<file path="src/rtl/core/cdwc_pkg.sv">
// Shared constants, codes and types of the decayed weighted correction table.
// Used by every module of the block but cdwc_ram; no dependencies.
package cdwc_pkg;

  localparam int DEF_N_ROWS = 16;
  localparam int DEF_N_COLS = 16;

  localparam int CONF_LOW    = 3;
  localparam int CONF_MEDIUM = 10;
  localparam int CONF_HIGH   = 30;

  localparam int IN_DATA_W  = 96;
  localparam int IN_USER_W  = 2;
  localparam int OUT_DATA_W = 72;
  localparam int CFG_IDX_W  = 3;
  localparam int CFG_DATA_W = 16;
  localparam int CELL_W     = 128;
  localparam int DIV_STEPS  = 48;

  localparam logic [15:0] ONE_Q14 = 16'd16384;

  localparam logic [1:0] OP_ADD    = 2'd0;
  localparam logic [1:0] OP_REPORT = 2'd1;
  localparam logic [1:0] OP_CLEAR  = 2'd2;
  localparam logic [1:0] OP_NONE   = 2'd3;

  localparam logic [2:0] REG_MIN_SMP      = 3'd0;
  localparam logic [2:0] REG_DECAY_RATE   = 3'd1;
  localparam logic [2:0] REG_CLAMP_ENABLE = 3'd2;
  localparam logic [2:0] REG_CLAMP_LIMIT  = 3'd3;
  localparam logic [2:0] REG_VE_LOW       = 3'd4;
  localparam logic [2:0] REG_VE_HIGH      = 3'd5;

  // controller states, also the datapath step codes
  localparam logic [4:0] ST_CLR  = 5'd0;
  localparam logic [4:0] ST_IDLE = 5'd1;
  localparam logic [4:0] ST_RD   = 5'd2;
  localparam logic [4:0] ST_CLRW = 5'd3;
  localparam logic [4:0] ST_D1   = 5'd4;
  localparam logic [4:0] ST_D2   = 5'd5;
  localparam logic [4:0] ST_D3   = 5'd6;
  localparam logic [4:0] ST_D4   = 5'd7;
  localparam logic [4:0] ST_D5   = 5'd8;
  localparam logic [4:0] ST_D6   = 5'd9;
  localparam logic [4:0] ST_S1   = 5'd10;
  localparam logic [4:0] ST_S2   = 5'd11;
  localparam logic [4:0] ST_S3   = 5'd12;
  localparam logic [4:0] ST_EW   = 5'd13;
  localparam logic [4:0] ST_A1   = 5'd14;
  localparam logic [4:0] ST_A2   = 5'd15;
  localparam logic [4:0] ST_DIVI = 5'd16;
  localparam logic [4:0] ST_DIV  = 5'd17;
  localparam logic [4:0] ST_R1   = 5'd18;
  localparam logic [4:0] ST_R2   = 5'd19;
  localparam logic [4:0] ST_R3   = 5'd20;
  localparam logic [4:0] ST_R4   = 5'd21;

  typedef struct packed {
    logic [4:0] step;
    logic       accept;
    logic       load_out;
  } cdwc_cmd_t;

  typedef struct packed {
    logic       addr_ok;
    logic [1:0] op;
    logic       cnt_zero;
    logic       newer;
    logic       sweep_last;
    logic       div_last;
  } cdwc_stat_t;

  // 2^(-i/16) in Q.16
  function automatic logic [16:0] pow2_tab(input logic [4:0] i);
    logic [16:0] v;
    unique case (i)
      5'd0:    v = 17'd65536;
      5'd1:    v = 17'd62757;
      5'd2:    v = 17'd60097;
      5'd3:    v = 17'd57549;
      5'd4:    v = 17'd55109;
      5'd5:    v = 17'd52773;
      5'd6:    v = 17'd50535;
      5'd7:    v = 17'd48393;
      5'd8:    v = 17'd46341;
      5'd9:    v = 17'd44376;
      5'd10:   v = 17'd42495;
      5'd11:   v = 17'd40693;
      5'd12:   v = 17'd38968;
      5'd13:   v = 17'd37316;
      5'd14:   v = 17'd35734;
      5'd15:   v = 17'd34219;
      5'd16:   v = 17'd32768;
      default: v = 17'd0;
    endcase
    return v;
  endfunction

endpackage

</file>
<file path="src/rtl/core/cdwc_ctrl.sv">
// Controller state machine: handshakes, step sequencing, output slot.
// Depends on cdwc_pkg; drives cdwc_dp through command and status structs.
module cdwc_ctrl (
  input  logic                 clk_i,
  input  logic                 rst_ni,
  input  logic                 s_tvalid_i,
  output logic                 s_tready_o,
  output logic                 m_tvalid_o,
  input  logic                 m_tready_i,
  input  cdwc_pkg::cdwc_stat_t stat_i,
  output cdwc_pkg::cdwc_cmd_t  cmd_o
);
  import cdwc_pkg::*;

  logic [4:0] state_q, state_d;
  logic       out_valid_q, out_valid_d;

  assign s_tready_o   = (state_q == ST_IDLE);
  assign m_tvalid_o   = out_valid_q;
  assign cmd_o.step   = state_q;
  assign cmd_o.accept = s_tready_o && s_tvalid_i;
  assign cmd_o.load_out = (state_q == ST_R4) && (!out_valid_q || m_tready_i);

  always_comb begin
    out_valid_d = out_valid_q;
    if (cmd_o.load_out) out_valid_d = 1'b1;
    else if (m_tready_i) out_valid_d = 1'b0;
  end

  always_comb begin
    state_d = state_q;
    unique case (state_q)
      ST_CLR:  if (stat_i.sweep_last) state_d = ST_IDLE;
      ST_IDLE: if (cmd_o.accept) state_d = ST_RD;
      ST_RD: begin
        priority if (!stat_i.addr_ok || stat_i.op == OP_NONE) begin
          state_d = ST_IDLE;
        end else if (stat_i.op == OP_CLEAR) begin
          state_d = ST_CLRW;
        end else if (stat_i.op == OP_REPORT) begin
          state_d = ST_DIVI;
        end else if (stat_i.cnt_zero) begin
          state_d = ST_A1;
        end else begin
          state_d = ST_D1;
        end
      end
      ST_CLRW: state_d = ST_IDLE;
      ST_D1:   state_d = ST_D2;
      ST_D2:   state_d = ST_D3;
      ST_D3:   state_d = ST_D4;
      ST_D4:   state_d = ST_D5;
      ST_D5:   state_d = ST_D6;
      ST_D6:   state_d = stat_i.newer ? ST_S1 : ST_EW;
      ST_S1:   state_d = ST_S2;
      ST_S2:   state_d = ST_S3;
      ST_S3:   state_d = ST_A1;
      ST_EW:   state_d = ST_A1;
      ST_A1:   state_d = ST_A2;
      ST_A2:   state_d = ST_IDLE;
      ST_DIVI: state_d = ST_DIV;
      ST_DIV:  if (stat_i.div_last) state_d = ST_R1;
      ST_R1:   state_d = ST_R2;
      ST_R2:   state_d = ST_R3;
      ST_R3:   state_d = ST_R4;
      ST_R4:   if (cmd_o.load_out) state_d = ST_IDLE;
      default: state_d = ST_IDLE;
    endcase
  end

  always_ff @(posedge clk_i or negedge rst_ni) begin
    if (!rst_ni) begin
      state_q     <= ST_CLR;
      out_valid_q <= 1'b0;
    end else begin
      state_q     <= state_d;
      out_valid_q <= out_valid_d;
    end
  end

endmodule

</file>
<file path="config.mk">
export PLATFORM = sky130hd
export DESIGN_NAME = cdwc_ctrl
export DESIGN_NICKNAME = d
export VERILOG_FILES = /design/src/rtl/core/cdwc_pkg.sv /design/src/rtl/core/cdwc_ctrl.sv
export SDC_FILE = /design/constraint.sdc
export NUM_CORES = 1
export LEC_CHECK = 0
export BUFFER_PORTS_ARGS = -buffer_cell sky130_fd_sc_hd__buf_2
export CAP_MARGIN = 20
export CORE_ASPECT_RATIO = 1.2
export CORE_MARGIN = 1.5
export CORE_UTILIZATION = 40
export CTS_CLUSTER_DIAMETER = 80
export DETAILED_ROUTE_END_ITERATION = 10
export PLACE_DENSITY = 0.72
export RECOVER_POWER = 25
export SYNTH_ARGS = -nofsm -noshare
export SYNTH_HDL_FRONTEND = slang
export SYNTH_SLANG_ARGS = --single-unit
</file>
<file path="constraint.sdc">
create_clock -name clk_i -period 1.65 [get_ports clk_i]
set_input_delay 0.165 -clock clk_i [delete_from_list [all_inputs] [get_ports clk_i]]
set_output_delay 0.165 -clock clk_i [all_outputs]
set_load 0.01 [all_outputs]
</file>
==> impl_metrics.json <==
{
  "cp_max_fo": 5,
  "gp_congestion": 0.889,
  "ys_ff_latch": 6,
  "hold_path_depth": 3,
  "status": "finished clean",
  "die_w_um": 39.1,
  "final_nets": 131,
  "min_period_ps": 1650,
  "wl_per_cell_um": 14.1,
  "slew_headroom": 0.765,
  "grt_pass1_wl_um": 2440,
  "cts_tree": "built",
  "io_pins": 20,
  "hold_class": "input port to flip-flop",
  "h-tree-depth": 1,
  "wl_um": 1840,
  "multi_input_area_sq_um": 450,
  "total_power_mw": 1.49,
  "initial_core_util": 0.433,
  "first_iter_violations": 13,
  "holdPathEnd": "m_tvalid_o",
  "synthSimpleGateAreaFrac": 0.296,
  "drv_slew": 0,
  "clk_pin_slew_ps": 50,
  "syn-cell-area_sq_um": 626,
  "rows": 15,
  "fmax_mhz": 608,
  "core_sq_um": 1450,
  "worst-r2r-setup-slack_ps": 40,
  "synth.mux.area_fraction": 0.0320,
  "grt_pass1_vias": 622,
  "cts_buffers": 3,
  "die_y_um": 46.3,
  "timing_worst_slew_pin_value_ps": 352,
  "p_leak_nw": 0.463,
  "remaining_drc_errors": 0,
  "area_growth_pct": 51.0,
  "antenna_found_initial": 0,
  "synth_compound_area_frac": 0.230,
  "route.met2.wl_um": 950,
  "drive_gt1_frac": 0.447,
  "synth_top_family_by_area": "simple AND/OR/NAND/NOR gates",
  "period_share": 0.997,
  "ys_types": 36,
  "power_density_nw_per_um2": 1570,
  "crit-reg2reg-launch": "state_q[4]",
  "finalHoldViolCount": 0,
  "gr-usage-all-layers": 0.195,
  "startpoint_type": "flip-flop",
  "synth_area_leaders": "dfrtp_1, ha_1, nand2b_1, o21ai_0, nor2_1",
  "vdd.ir_drop.worst_mv": 0.758,
  "vias": 742,
  "antenna-diode-count": 0,
  "crit_required_ps": 1480,
  "via_per_inst": 5.66,
  "ant_nets": 0,
  "synthAdderAreaFrac": 0.0800,
  "ys_seq_area_frac": 0.240,
  "synth_nets": 92,
  "drv_cap": 0,
  "drt-met1-wl_um": 757,
  "dr.pass1.iters": 4,
  "skew_ps": 1.54,
  "synth_warnings": 0,
  "reg2reg_depth": 5,
  "final_core_util": 0.654,
  "clock_latency_ps": 240,
  "cts_sinks": 6,
  "dp_hpwl_um": 1250,
  "rsz0062_at_grt": "true",
  "fillers": 128,
  "regArea_sq_um": 155,
  "synth-xor-area-share": 0.0280,
  "hold_start": "m_tready_i",
  "endpoint_kind": "output pin",
  "path_class": "flip-flop to output pin",
  "die-area_sq_um": 1810,
  "highest_layer": "met4",
  "cts_max_path_buffers": 2,
  "synth_top_area_share": 0.240,
  "synth_top_cell_by_area": "dfrtp_1",
  "worst_ep_arrival_time_ps": 1480,
  "synth_cells": 77,
  "grt_overflow": 0,
  "finalSetupViolCount": 0,
  "wl_met3_um": 97,
  "avgSynthCellArea_sq_um": 8.12,
  "grt_max_degree": 13,
  "numPortBuffers": 19,
  "rr_endpoint": "state_q[1]",
  "clock-root-buffer": "clkbuf_4"
}
## layout make-up
class | instances | share of cell area
clock buffer | 3 | 0.0238
inverter | 3 | 0.0119
multi-input combinational | 62 | 0.477
sequential | 6 | 0.164
tap | 17 | 0.0225
timing repair buffer | 40 | 0.301
## sequential cells by signal (all words and copies together), names as in the netlist
name and cells:
state_q 5, m_tvalid_o 1
## metrics by stage
stage | setup WS (ps) | cells | hold slack [ps] | TNS [ps] | instance area, sq um
3_3_place_gp | -21.1 | 118 | -5.97 | -21.1 | 790
3_5_place_dp | -92.3 | 118 | -3.20 | -92.3 | 790
2_1_floorplan | 47.3 | 77 | -131 | 0 | 626
6_report | 4.57 | 131 | 248 | 0 | 945
5_1_grt | -37.3 | 131 | 269 | -104 | 945
4_1_cts | 7.94 | 122 | 269 | 0 | 832
## cell families (layout without fill, tap and decap cells)
group                      count (synthesis)  in the layout
and+or+nand+nor                           34             34
AOI/OAI and AO/OA                         20             20
buffers and inverters                      9             46
DFF                                        6              6
adders and majority gates                  4              4
xor gates and xnor gates                   2              2
muxes                                      2              2
## Yosys cell counts
master and n:
o21ai_0 6, mux2i_1 2, buf_4 2, nor3_1 2
ha_1 4, or3_1 2, nor2b_1 3, nor3b_1 1
nor2_1 8, buf_2 2, inv_1 3, nor4_1 1
o221ai_1 1, xor2_1 1, a22oi_1 2, buf_6 2
a21boi_1 1, or2_2 1, nand2_1 6, o22ai_1 2
a211oi_1 1, nand4bb_1 1, a21oi_1 1, xnor2_1 1
a32o_1 1, o32a_1 1, a2111oi_2 1, o21a_1 1
dfrtp_1 6, or4b_2 1, o31ai_1 1, and3_1 1
a21boi_0 1, nand2b_1 5, nand3b_1 1, nand3_1 1
## report_power, final
part / total (mW) / switching (mW) / internal (mW)
combinational: 1.02 / 0.488 / 0.535
sequential: 0.320 / 0.109 / 0.211
clock: 0.144 / 0.0607 / 0.0829
## timing repair
item / CTS / global route
cloned: 0 / 1
hold buffers: 1 / 0
pin swaps: 0 / 3
endpoints found under the hold margin: 6 / 0
buffers inserted: 0 / 8
endpoints found under the setup margin: 2 / 5
resized for setup: 4 / 7
## routing by layer
| layer | track usage | up-vias |
|---|---|---|
| met5 | 0 | - |
| met4 | 0.0759 | 0 |
| met3 | 0.0338 | 6 |
| met2 | 0.350 | 36 |
| met1 | 0.225 | 350 |
| li1 | - | 350 |
## worst max-delay path by stage
stage                           from    endpoint  slack [ps]  cells after the start
final                     state_q[4]  s_tready_o           5                      4
after global routing      state_q[4]  state_q[1]         -40                      5
after floorplan           state_q[4]  state_q[0]          50                      4
after detailed placement   stat_i[4]  state_q[0]         -90                      7
after global placement     stat_i[4]  state_q[0]         -20                      7
after CTS                 state_q[1]    cmd_o[0]           8                      4
## critical path, stage by stage (launching register included)
cell and delay (ps):
dfrtp_2 440, buf_12 150, or3_4 400, nor2_1 110
buf_2 130
## placed cells by master, fill, tap and decap left out, types with 2 or more instances in the layout
| master | count |
|---|---|
| nand2b_1 | 4 |
| nor2b_1 | 3 |
| ha_1 | 4 |
| o21ai_0 | 5 |
| a21boi_1 | 2 |
| dfrtp_1 | 2 |
| clkbuf_4 | 3 |
| buf_4 | 18 |
| buf_2 | 18 |
| dfrtp_2 | 4 |
| nor2_1 | 8 |
| a22oi_1 | 2 |
| mux2i_1 | 2 |
| inv_1 | 3 |
| nand2_1 | 6 |
| o22ai_1 | 2 |
Note: power is estimated with default switching activity, not from simulation.
